--- config.mk ---
export PLATFORM = sky130hd
export DESIGN_NAME = length_prefixed_deframer
export DESIGN_NICKNAME = d
export VERILOG_FILES = /design/src/rtl/core/lpd_pkg.sv /design/src/rtl/core/length_prefixed_deframer.sv /design/src/rtl/core/lpd_parser.sv /design/src/rtl/core/lpd_skid.sv
export SDC_FILE = /design/constraint.sdc
export NUM_CORES = 1
export LEC_CHECK = 0
export ABC_AREA = 0
export BUFFER_PORTS_ARGS = -buffer_cell sky130_fd_sc_hd__buf_2
export CAP_MARGIN = 30
export CORE_MARGIN = 4
export CORE_UTILIZATION = 54
export CTS_CLUSTER_DIAMETER = 30
export CTS_CLUSTER_SIZE = 24
export DETAILED_ROUTE_END_ITERATION = 12
export HOLD_SLACK_MARGIN = 0.08
export PLACE_DENSITY = 0.87
export SLEW_MARGIN = 40
export SYNTH_ARGS = -nofsm -noshare
export SYNTH_HDL_FRONTEND = slang
export SYNTH_SLANG_ARGS = --single-unit
--- constraint.sdc ---
create_clock -name clk -period 3.2 [get_ports clk]
set_input_delay 0.64 -clock clk [delete_from_list [all_inputs] [get_ports clk]]
set_output_delay 0.64 -clock clk [all_outputs]
set_load 0.02 [all_outputs]
--- src/rtl/core/lpd_pkg.sv ---
`default_nettype none

package lpd_pkg;

  // header byte positions
  localparam logic [2:0] HDR_ID_HI  = 3'd0;
  localparam logic [2:0] HDR_ID_LO  = 3'd1;
  localparam logic [2:0] HDR_LEN_B3 = 3'd2;
  localparam logic [2:0] HDR_LEN_B2 = 3'd3;
  localparam logic [2:0] HDR_LEN_B1 = 3'd4;
  localparam logic [2:0] HDR_LEN_B0 = 3'd5;

  // one result item
  typedef struct packed {
    logic        empty_body;
    logic        last;
    logic [7:0]  body_byte;
    logic [15:0] msg_id;
  } res_t;

endpackage

`default_nettype wire

--- src/rtl/core/length_prefixed_deframer.sv ---
// results are registered in the output register, or the skid entry on a stall
// throughput: one byte per cycle; a stalled output keeps accepting one more
// byte into the skid entry, then s_axis_tready drops until it drains
// reset: rst (synchronous) returns the parser to the start of a header and
// empties the output register and skid entry
`default_nettype none

module length_prefixed_deframer
  import lpd_pkg::*;
(
  input  wire logic        clk,
  input  wire logic        rst,
  input  wire logic        s_axis_tvalid,
  output logic             s_axis_tready,
  input  wire logic [7:0]  s_axis_tdata,   // [7:0] rx_byte
  input  wire logic        s_axis_tuser,   // [0] clear
  output logic             m_axis_tvalid,
  input  wire logic        m_axis_tready,
  output logic [23:0]      m_axis_tdata,   // [15:0] msg_id, [23:16] body_byte
  output logic             m_axis_tlast,   // last
  output logic             m_axis_tuser    // [0] empty_body
);

  logic take;
  logic res_valid;
  res_t res;
  res_t out_res;

  assign take = s_axis_tvalid && s_axis_tready;

  // header parsing and body tagging
  lpd_parser u_parser (
    .clk       (clk),
    .rst       (rst),
    .take      (take),
    .rx_byte   (s_axis_tdata),
    .clear     (s_axis_tuser),
    .res_valid (res_valid),
    .res       (res)
  );

  // output register and skid entry
  lpd_skid u_skid (
    .clk       (clk),
    .rst       (rst),
    .in_valid  (res_valid),
    .in_ready  (s_axis_tready),
    .in_data   (res),
    .out_valid (m_axis_tvalid),
    .out_ready (m_axis_tready),
    .out_data  (out_res)
  );

  assign m_axis_tdata = {out_res.body_byte, out_res.msg_id};
  assign m_axis_tlast = out_res.last;
  assign m_axis_tuser = out_res.empty_body;

  // an empty frame result is always the last of its frame
  a_empty_is_last: assert property (@(posedge clk) disable iff (rst)
    m_axis_tvalid && m_axis_tuser |-> m_axis_tlast && (m_axis_tdata[23:16] == 8'h00))
    else $error("empty frame result not marked last");

endmodule

`default_nettype wire

--- src/rtl/core/lpd_parser.sv ---
`default_nettype none

module lpd_parser
  import lpd_pkg::*;
(
  input  wire logic       clk,
  input  wire logic       rst,
  input  wire logic       take,
  input  wire logic [7:0] rx_byte,
  input  wire logic       clear,
  output logic            res_valid,
  output res_t            res
);

  logic        in_body, in_body_next;
  logic [2:0]  header_count, header_count_next;
  logic [15:0] frame_id, frame_id_next;
  logic [31:0] remaining, remaining_next;
  logic [31:0] len_full;

  // length with the final header byte shifted in
  assign len_full = {remaining[23:0], rx_byte};

  // next state and result for the item at the input
  always_comb begin
    in_body_next      = in_body;
    header_count_next = header_count;
    frame_id_next     = frame_id;
    remaining_next    = remaining;
    res_valid         = 1'b0;
    res.msg_id        = frame_id;
    res.body_byte     = rx_byte;
    res.last          = (remaining == 32'd1);
    res.empty_body    = 1'b0;
    if (take) begin
      if (clear) begin
        in_body_next      = 1'b0;
        header_count_next = HDR_ID_HI;
        frame_id_next     = '0;
        remaining_next    = '0;
      end else if (in_body) begin
        res_valid      = 1'b1;
        remaining_next = remaining - 32'd1;
        if (remaining == 32'd1) begin
          in_body_next      = 1'b0;
          header_count_next = HDR_ID_HI;
        end
      end else begin
        case (header_count)
          HDR_ID_HI: begin
            frame_id_next     = {rx_byte, 8'h00};
            header_count_next = HDR_ID_LO;
          end
          HDR_ID_LO: begin
            frame_id_next     = {frame_id[15:8], rx_byte};
            header_count_next = HDR_LEN_B3;
          end
          HDR_LEN_B3: begin
            remaining_next    = {24'h0, rx_byte};
            header_count_next = HDR_LEN_B2;
          end
          HDR_LEN_B2, HDR_LEN_B1: begin
            remaining_next    = len_full;
            header_count_next = header_count + 3'd1;
          end
          default: begin
            // final length byte; a zero length gives one empty result
            remaining_next    = len_full;
            header_count_next = HDR_ID_HI;
            if (len_full == 32'd0) begin
              res_valid      = 1'b1;
              res.body_byte  = 8'h00;
              res.last       = 1'b1;
              res.empty_body = 1'b1;
            end else begin
              in_body_next = 1'b1;
            end
          end
        endcase
      end
    end
  end

  // parser state
  always_ff @(posedge clk) begin
    if (rst) begin
      in_body      <= 1'b0;
      header_count <= HDR_ID_HI;
      frame_id     <= '0;
      remaining    <= '0;
    end else begin
      in_body      <= in_body_next;
      header_count <= header_count_next;
      frame_id     <= frame_id_next;
      remaining    <= remaining_next;
    end
  end

  // body state always has bytes left and a reset header count
  a_body_has_bytes: assert property (@(posedge clk) disable iff (rst)
    in_body |-> (remaining != 32'd0) && (header_count == HDR_ID_HI))
    else $error("body state with no bytes left");

  a_count_range: assert property (@(posedge clk) disable iff (rst)
    header_count <= HDR_LEN_B0)
    else $error("header count out of range");

  // a body byte that closes the frame returns to header parsing
  a_last_ends_body: assert property (@(posedge clk) disable iff (rst)
    res_valid && res.last && !res.empty_body |=> !in_body)
    else $error("body did not end after last byte");

endmodule

`default_nettype wire

--- src/rtl/core/lpd_skid.sv ---
`default_nettype none

module lpd_skid
  import lpd_pkg::*;
(
  input  wire logic clk,
  input  wire logic rst,
  input  wire logic in_valid,
  output logic      in_ready,
  input  wire res_t in_data,
  output logic      out_valid,
  input  wire logic out_ready,
  output res_t      out_data
);

  logic buf_valid;
  res_t buf_data;

  assign in_ready = !buf_valid;

  // output register with one skid entry behind it
  always_ff @(posedge clk) begin
    if (rst) begin
      out_valid <= 1'b0;
      buf_valid <= 1'b0;
    end else if (out_ready || !out_valid) begin
      if (buf_valid) begin
        out_valid <= 1'b1;
        buf_valid <= 1'b0;
      end else begin
        out_valid <= in_valid;
      end
    end else if (in_valid && !buf_valid) begin
      buf_valid <= 1'b1;
    end
  end

  // payload
  always_ff @(posedge clk) begin
    if (out_ready || !out_valid) begin
      out_data <= buf_valid ? buf_data : in_data;
    end
    if (in_valid && !buf_valid && out_valid && !out_ready) begin
      buf_data <= in_data;
    end
  end

  a_skid_behind_out: assert property (@(posedge clk) disable iff (rst)
    buf_valid |-> out_valid)
    else $error("skid entry held without output item");

endmodule

`default_nettype wire

# Yosys cells after proc, flatten, opt, wreduce, memory -nomap -nowiden
# Index checks and enable logic that the tools add are counted.
dict set report op_classes {
  addsub 2
  eq_ne 9
  mux 27
  reduce_logical 20
}
# op count
set ops {}
lappend ops {{32-bit 2-to-1 mux} 2}
lappend ops {{32-bit case mux with 2 select lines} 1}
lappend ops {{10-bit 2-to-1 mux} 5}
lappend ops {{32-bit by 1-bit equality test with 1-bit output, second input constant} 1}
lappend ops {{32-bit logical NOT} 1}
lappend ops {{16-bit 2-to-1 mux} 2}
lappend ops {{16-bit case mux with 2 select lines} 1}
lappend ops {{32-bit by 1-bit subtractor with 32-bit output, second input constant} 1}
lappend ops {{26-bit 2-to-1 mux} 1}
lappend ops {{3-bit case mux with 4 select lines} 1}
lappend ops {{1-bit 2-to-1 mux} 11}
lappend ops {{3-bit 2-to-1 mux} 3}
lappend ops {{3-bit by 2-bit equality test with 1-bit output, second input constant} 2}
lappend ops {{2-bit OR reduction} 3}
lappend ops {{5-bit OR reduction} 1}
lappend ops {{1-bit logical AND} 4}
lappend ops {{2-bit inequality test, second input constant} 2}
lappend ops {{2-bit AND reduction} 2}
lappend ops {{4-bit AND reduction} 1}
lappend ops {{3-bit by 1-bit adder with 3-bit output, second input constant} 1}
lappend ops {{3-bit by 1-bit equality test with 1-bit output, second input constant} 1}
lappend ops {{3-bit equality test, second input constant} 1}
lappend ops {{1-bit logical NOT} 3}
lappend ops {{3-bit logical NOT} 1}
lappend ops {{6 further kinds} 6}
dict set report word_totals {
  ff_bits 106
  inputBits 13
  out_inout_bits 28
  elab_cells 73
}

# Depth between registers and ports, before layout
# Gate-level depths: netlist of the first run.
dict set report logic_depth {
  depth_word 9
  mapped_depth 8
  depth_no_buf 7
}

# Cells and area by module
# A second synthesis of the first run with hierarchy kept.
dict set report unflattened {
  hier_cells 541
  hier_area_um2 5278.8
}
# mod instances cells_per_inst area_each_um2 seq_area_each_um2
set by_module_without_submodules {}
lappend by_module_without_submodules {lpd_parser 1 451 3293.2 1041.0}
lappend by_module_without_submodules {lpd_skid 1 89 1979.4 1601.5}
lappend by_module_without_submodules {length_prefixed_deframer 1 1 6.3 0.0}

# Worst setup path after synthesis of the first run
# OpenSTA, ideal clock, no wires.
dict set report synth_path {
  path_type {reg-to-reg}
  start {reg u_parser.remaining[0]}
  end {reg u_skid.buf_data[0] (netlist name) (enable)}
  setup_ns 0.409
  arrival_time_ns 2.788
  required_time_ns 2.791
  setup_slack_ns 0.003
  stages_incl_launch_ff 8
  n_path_buf 0
  synth_period_minus_slack_ns 3.197
  path_cell_list {dfxtp_1 > inv_1 > ha_1 > nor3b_1 > nand4_1 > nor3_1 > o21ai_0 > nor2_1}
}
dict set report synth_between {
  elab_chain_len 9
}
# item line_no
set synth_rtl {}
lappend synth_rtl {{from (decl)} lpd_parser.sv:18} ;# logic [31:0] remaining, remaining_next;
lappend synth_rtl {{from (signal assigned)} lpd_parser.sv:95} ;# remaining <= remaining_next;
lappend synth_rtl {{32-bit logical NOT} lpd_parser.sv:70} ;# if (len_full == 32'd0) begin
lappend synth_rtl {{1-bit 2-to-1 mux} lpd_parser.sv:70}
lappend synth_rtl {{1-bit 2-to-1 mux} lpd_parser.sv:49} ;# case (header_count)
lappend synth_rtl {{1-bit 2-to-1 mux} lpd_parser.sv:41} ;# end else if (in_body) begin
lappend synth_rtl {{1-bit 2-to-1 mux} lpd_parser.sv:36} ;# if (clear) begin
lappend synth_rtl {{1-bit 2-to-1 mux} lpd_parser.sv:35} ;# if (take) begin
lappend synth_rtl {{1-bit logical AND (3 in series)} lpd_skid.sv:43} ;# if (in_valid && !buf_valid && out_valid && !out_ready) begin
lappend synth_rtl {{to (signal assigned)} lpd_skid.sv:44} ;# buf_data <= in_data;
lappend synth_rtl {{to (decl)} lpd_skid.sv:17} ;# res_t buf_data;
# No other way between the ends.
# A chain may end at the register's enable or synchronous reset.

# Final worst setup path of the first run
dict set report layout_path {
  start {reg u_parser.header_count[2]}
  end {reg u_skid.buf_data[24] (netlist name) (enable)}
}
dict set report layout_between {
  elab_chain_len 9
  elab_cells_between_ends 13
  cone_classes {eq/ne: 4; mux: 4; reduce/logical: 5}
}
# item line_no
set layout_rtl {}
lappend layout_rtl {{from (decl)} lpd_parser.sv:16} ;# logic [2:0] header_count, header_count_next;
lappend layout_rtl {{from (signal assigned)} lpd_parser.sv:93} ;# header_count <= header_count_next;
lappend layout_rtl {{3-bit by 1-bit equality test with 1-bit output (tied with other cells)} lpd_parser.sv:49}
lappend layout_rtl {{5-bit OR reduction (no line) (*)} -}
lappend layout_rtl {{1-bit 2-to-1 mux (*)} lpd_parser.sv:49}
lappend layout_rtl {{1-bit 2-to-1 mux (*)} lpd_parser.sv:41}
lappend layout_rtl {{1-bit 2-to-1 mux (*)} lpd_parser.sv:36}
lappend layout_rtl {{1-bit 2-to-1 mux (*)} lpd_parser.sv:35}
lappend layout_rtl {{1-bit logical AND (*) (3 in series)} lpd_skid.sv:43}
# Every way passes the cells marked *; elsewhere a longest branch is shown, timed or not.

==> results of run 1 <==
## Yosys cell counts (4+ instances only)
master	n
or3_1	4
nand4_1	9
dfxtp_1	54
mux2_2	25
edfxtp_1	52
nand3_1	19
buf_1	8
a211oi_1	14
ha_1	7
clkbuf_1	29
nand2b_1	5
o21ai_0	24
nor4_1	10
a21oi_1	48
inv_1	12
nand2_1	31
o31ai_1	5
a22oi_1	11
mux2i_1	8
a32oi_1	6
a22o_1	6
o32ai_1	4
nor2_1	48
nor3_1	22
## flip-flops by register name (all words and copies together), names as in the netlist
register,flops
u_parser.frame_id,16
u_parser.header_count,3
u_parser.in_body,1
u_parser.remaining,32
u_skid.buf_data,26
u_skid.buf_valid,1
u_skid.out_data,26
u_skid.out_valid,1
## through the flow
stage / setup slack (ns) / utilization (%) / hold WS [ns]
2_1_floorplan: 0.00312 / - / 0.426
3_3_place_gp: 0.655 / 59.5 / 0.435
3_5_place_dp: 0.596 / 59.5 / 0.457
5_1_grt: 0.384 / 61.9 / 0.491
6_report: 0.602 / 61.9 / 0.472
4_1_cts: 0.620 / 61.9 / 0.472
## worst max path at each step
stage / slack, ns / depth (start not counted) / end / startpoint
3_5_place_dp: 0.60 / 7 / u_skid.buf_data[22]$_DFFE_PP_ / s_axis_tdata[5]
2_1_floorplan: 0.003 / 7 / u_skid.buf_data[0]$_DFFE_PP_ / u_parser.remaining[0]$_SDFFE_PP0P_
6_report: 0.60 / 8 / u_skid.buf_data[24]$_DFFE_PP_ / u_parser.header_count[2]$_SDFFE_PP0P_
5_1_grt: 0.38 / 8 / u_skid.buf_data[24]$_DFFE_PP_ / u_parser.header_count[2]$_SDFFE_PP0P_
4_1_cts: 0.62 / 6 / u_skid.buf_data[21]$_DFFE_PP_ / u_parser.remaining[15]$_SDFFE_PP0P_
3_3_place_gp: 0.66 / 7 / u_skid.buf_data[19]$_DFFE_PP_ / s_axis_tdata[5]
## logic make-up after synthesis
group | share of synthesized area (%)
multiplexers | 7.14
XOR/XNOR | 1.01
buffers and inverters | 4.03
adder cells (fa/ha/maj) | 1.68
flip-flops | 50.6
AO/OA/AOI/OAI | 17.4
AND/OR/NAND/NOR | 18.1
## per-layer routing
| layer | up-vias | part of all wire [%] | track usage (%) |
|---|---|---|---|
| li1 | 2033 | - | - |
| met1 | 2111 | 41 | 31.1 |
| met2 | 262 | 47 | 36.8 |
| met3 | 46 | 8.6 | 3.52 |
| met4 | 0 | 3.0 | 8.05 |
| met5 | - | 0 | 0 |
## worst reg2reg max path, stage by stage (launching register included)
cell       delay [ns]
dfxtp_1          0.73
inv_1            0.19
ha_1             0.24
nor2_1           0.15
o2111ai_1        0.15
nor3_1           0.15
o21ai_0          0.16
nor2_2           0.18
buf_4            0.34
## area by class of cell
class,count,area [um^2],area share [%]
flip-flops and latches,106,2640,45.8
multi-input cells,366,2380,41.3
repair buffers,56,320,5.55
well taps,129,161,2.80
clock buffers,9,124,2.15
clock inverters,7,92.6,1.60
inverters,12,45.0,0.781
## power groups by stage
stage | registers, W | clock network [W] | logic (W)
4_1_cts | 0.00146 | 0.000905 | 0.000370
6_report | 0.00146 | 0.000897 | 0.000378
3_3_place_gp | 0.00149 | 0 | 0.000359
2_1_floorplan | 0.00150 | 0 | 0.000243
3_5_place_dp | 0.00149 | 0 | 0.000367
5_1_grt | 0.00147 | 0.000967 | 0.000407
==> results_dict.tcl, run 1 <==
set metrics [dict create \
    status "complete, no violations" \
    holdBufCountCts 0 \
    wire_per_inst_um 18.6 \
    cts-buffers-inserted 9 \
    core_mm2 0.00933 \
    fin_nets 571 \
    drive_above_1_share_pct 19.8 \
    yosys_warnings 0 \
    vias 4452 \
    grt_max_degree 45 \
    power.switching_w 0.000774 \
    intPower_w 0.00196 \
    power_w 0.00274 \
    die_area_mm2 0.0113 \
    grt_pass1_wl_um 20800 \
    cts_tree "built" \
    layout_common_cells "dfxtp_1 (53), edfxtp_1 (52), a21oi_1 (48), nor2_1 (47), buf_2 (40)" \
    clkSinkCount 106 \
    worst_slew_pin_slew_ns 0.921 \
    swShare_pct 28.3 \
    dpl_cell_area_mm2 0.00555 \
    yosysTopAreaCellShare_pct 29.9 \
    synth_enable_flop_cells 52 \
    antenna_found_initial 0 \
    num_io_pins 41 \
    power_density_mw_per_mm2 474 \
    clockBufferDepth 2 \
    hold_class "reg -> reg" \
    critical-path-max-stage-delay_ns 0.73 \
    die_w_um 106 \
    hold_start "u_parser.frame_id[1]$_SDFFE_PP0P_" \
    insertion_delay_ns 0.38 \
    grt-ovfl-total 0 \
    finalNonFillerCells 685 \
    syn_area_mm2 0.00522 \
    fin_setup_tns_ns 0 \
    vias_per_cell 6.50 \
    num-fill-cells 762 \
    drtIter0Drc 449 \
    syn_avg_cell_area_um2 9.95 \
    rsz0062_at_grt "false" \
    cp.arrival_ns 2.65 \
    port_buffers 40 \
    power_frac_seq_pct 53.4 \
    combPwrFrac_pct 13.8 \
    setup.worst_path.class "reg -> reg" \
    synth_top_area_cell "edfxtp_1" \
    cp_max_fo 25 \
    worstPathRequired_ns 3.26 \
    peakVddDrop_v 0.000276 \
    grt.total_usage_pct 22.7 \
    min_path_cells 0 \
    place_inst 669 \
    cp_cell_sequence "inv_1 > ha_1 > nor2_1 > o2111ai_1 > nor3_1 > o21ai_0 > nor2_2 > buf_4" \
    slew_headroom_pct 38.4 \
    worstRegToRegCells 8 \
    h-tree-depth 3 \
    synthToLayoutAreaGrowth_pct 10.5 \
    crit_family "flip-flops" \
    drv_cap 0 \
    clock_power_share_pct 32.8 \
    post_cts_resized 0 \
    drt_first_pass_iters 5 \
    drt_wl_total_um 12700 \
    syn_inst 525 \
    cp-start-kind "register" \
    rr_endpoint "u_skid.buf_data[24]$_DFFE_PP_" \
    async_flop_share_pct 0 \
    stdcell_area_mm2 0.00577 \
    clock-skew-final_ns 0.00841 \
    ys_types 62 \
    synth_nets 545 \
    globalplace.congestion 0.920 \
    cp-end-kind "register" \
    slew_violations 0 \
    synth_area_leaders "edfxtp_1 (30%), dfxtp_1 (21%), mux2_2 (5.4%)" \
    fin_crit_sh_pct 81.2 \
    critPathSlowestCell "dfxtp_1" \
    layout_commonest_cell "dfxtp_1" \
    synth_ff_type "dfxtp_1" \
    rrSetupSlack_ns 0.60 \
    hpwl_um 8680 \
    r2r_start "u_parser.header_count[2]$_SDFFE_PP0P_" \
    diodes 0 \
    clockRootBuffer "clkbuf_8" \
    setup_viol 0 \
    grt_pass1_vias 4039 \
    p_leak_nw 2.21 \
    ys_seq_elements 106 \
    holdPathEnd "u_skid.buf_data[1]$_DFFE_PP_" \
    clk_pin_slew_ns 0.11 \
    finalCriticalPeriod_ns 2.60 \
    drc 0 \
    crit_buf_inv 2 \
    fmax_ghz 0.385 \
    cts_setup_buffers 0 \
    std_cell_rows 35 \
    hold_viol 0 \
    initial_utilization_pct 56.0 \
    final_antenna_net_count 0 \
    synth_seq_area_share_pct 50.6 \
    die_h_um 106 \
]
Note: power is estimated with default switching activity, not from simulation.
==> inputs of run 2 (changes only) <==
==> constraint.sdc (replaced) <==
create_clock -name clk -period 2.28 [get_ports clk]
set_input_delay 0.456 -clock clk [delete_from_list [all_inputs] [get_ports clk]]
set_output_delay 0.456 -clock clk [all_outputs]
set_load 0.02 [all_outputs]
==> run 2 against run 1 <==
  * Clock power rose by 39%
  * First-iteration DRC count is 25% lower
  * Die area unchanged
  * Non-clock buffer count up 43
  * Highest routed layer unchanged
  * Maximum frequency is 16% higher
  * Combinational power up 58%
  * Sequential share of layout area fell by 3.2 points
  * Routed wire length grew 8.3%
==> results_dict.tcl, run 2 (synthesis results as in run 1) <==
set metrics [dict create \
    power_w 0.00389 \
    largest_reg_flops 32 \
    core_mm2 0.00933 \
    slew_headroom_pct 55.2 \
    grt.busiest_layer "met2" \
    grt_use_met1_pct 31.8 \
    setup.worst_path.class "reg -> reg" \
    diodes 0 \
    fin_nets 614 \
    synthToLayoutAreaGrowth_pct 19.1 \
    drtIter0Drc 337 \
    power_density_mw_per_mm2 626 \
    clockBufferDepth 2 \
    hold_viol 0 \
    hpwl_um 9460 \
    drive_above_1_share_pct 27.0 \
    status "complete, no violations" \
    cp-start-kind "register" \
    grt.total_usage_pct 24.8 \
    cp.arrival_ns 2.35 \
    worst_slew_pin_slew_ns 0.668 \
    clkSinkCount 106 \
    clock_power_share_pct 32.2 \
    hold_class "in -> reg" \
    combPwrFrac_pct 15.3 \
    h-tree-depth 3 \
    antenna_found_initial 0 \
    clk_pin_slew_ns 0.11 \
    multi_input_area_mm2 0.00243 \
    cts_tree "built" \
    die_h_um 106 \
    rsz0062_at_grt "true" \
    num-fill-cells 709 \
    vias 4545 \
    fin_crit_sh_pct 98.6 \
    std_cell_rows 35 \
    place_inst 705 \
    cp_max_fo 7 \
    layout_common_cells "buf_4 (53), edfxtp_1 (52), dfxtp_1 (51), a21oi_1 (48), nor2_1 (46)" \
    wire_per_inst_um 18.9 \
    p_leak_nw 2.46 \
    slew_violations 0 \
    insertion_delay_ns 0.38 \
    swShare_pct 28.2 \
    power_frac_seq_pct 52.5 \
    worstPathRequired_ns 2.39 \
    layout_commonest_cell "buf_4" \
    die_area_mm2 0.0113 \
    register_area_mm2 0.00265 \
    globalplace.congestion 0.927 \
    final_antenna_net_count 0 \
    top_regs "u_parser.remaining: 32 flops, u_skid.buf_data: 26 flops, u_skid.out_data: 26 flops" \
    regMostFlops "u_parser.remaining" \
    setup_viol 0 \
    drt_first_pass_iters 5 \
    rrSetupSlack_ns 0.03 \
    use_met2_pct 41.7 \
    drt_wl_total_um 13800 \
    intPower_w 0.00280 \
    clockRootBuffer "clkbuf_8" \
    peakVddDrop_v 0.000327 \
    num_io_pins 41 \
    drv_cap 0 \
    finalCriticalPeriod_ns 2.25 \
    fin_util_pct 66.6 \
    grt-ovfl-total 0 \
    grt_pass1_wl_um 22500 \
    die_w_um 106 \
    grt_max_degree 35 \
    cp-end-kind "register" \
    initial_utilization_pct 56.0 \
    globalRouteMet3Util_pct 3.76 \
    clock-skew-final_ns 0.00996 \
    vias_per_cell 6.24 \
    port_buffers 40 \
    cts-buffers-inserted 9 \
    power.switching_w 0.00110 \
    drc 0 \
    fmax_ghz 0.445 \
    finalNonFillerCells 728 \
    grt_pass1_vias 4493 \
]
run 2: power by group through the flow:
| stage | sequential (W) | clock (W) | combinational [W] |
|---|---|---|---|
| 3_3_place_gp | 0.00209 | 0 | 0.000550 |
| 4_1_cts | 0.00205 | 0.00127 | 0.000572 |
| 6_report | 0.00205 | 0.00125 | 0.000596 |
| 2_1_floorplan | 0.00211 | 0 | 0.000344 |
| 3_5_place_dp | 0.00209 | 0 | 0.000567 |
| 5_1_grt | 0.00205 | 0.00135 | 0.000649 |
run 2: metal layers:
layer / part of all wire [%] / up-vias
li1: - / 2109
met1: 39 / 2167
met2: 50 / 232
met3: 7.7 / 37
met4: 2.8 / 0
met5: 0 / -
run 2: final timing paths:
kind                                        from                            end  depth (start not counted)
min reg2reg   u_parser.frame_id[15]$_SDFFE_PP0P_  u_skid.buf_data[15]$_DFFE_PP_                          0
max          u_parser.remaining[16]$_SDFFE_PP0P_  u_skid.buf_data[24]$_DFFE_PP_                          6
max reg2reg  u_parser.remaining[16]$_SDFFE_PP0P_  u_skid.buf_data[24]$_DFFE_PP_                          6
min                              s_axis_tdata[6]  u_skid.buf_data[22]$_DFFE_PP_                          1
run 2: final cells by class:
class	count	share of cell area, %
clock buffer	9	1.99
tap	129	2.60
inverter	12	0.725
sequential	106	42.6
timing repair buffer	99	11.5
clock inverter	7	1.49
multi-input combinational	366	39.1
run 2: stage by stage:
| stage | hold slack [ns] | cell area [um^2] | setup WS [ns] | setup TNS [ns] |
|---|---|---|---|---|
| 5_1_grt | 0.329 | 6220 | -0.0525 | -1.08 |
| 4_1_cts | 0.324 | 6110 | 0.0569 | 0 |
| 3_3_place_gp | 0.443 | 5890 | 0.105 | 0 |
| 6_report | 0.331 | 6220 | 0.0315 | 0 |
| 3_5_place_dp | 0.450 | 5890 | 0.0714 | 0 |
| 2_1_floorplan | 0.426 | 5250 | -0.0716 | -1.86 |
run 2: critical path, cell delays in order, from the launching register on:
cell	delay, ns
dfxtp_4	0.36
or4_4	0.53
or3_4	0.44
nor3_4	0.14
o21ai_2	0.09
nor2_4	0.22
clkbuf_16	0.20
run 2: timing repair:
| action | CTS | global route |
|---|---|---|
| resized for setup | 0 | 7 |
| hold buffers | 0 | 0 |
| setup endpoints to repair | 0 | 32 |
| setup buffers | 0 | 5 |
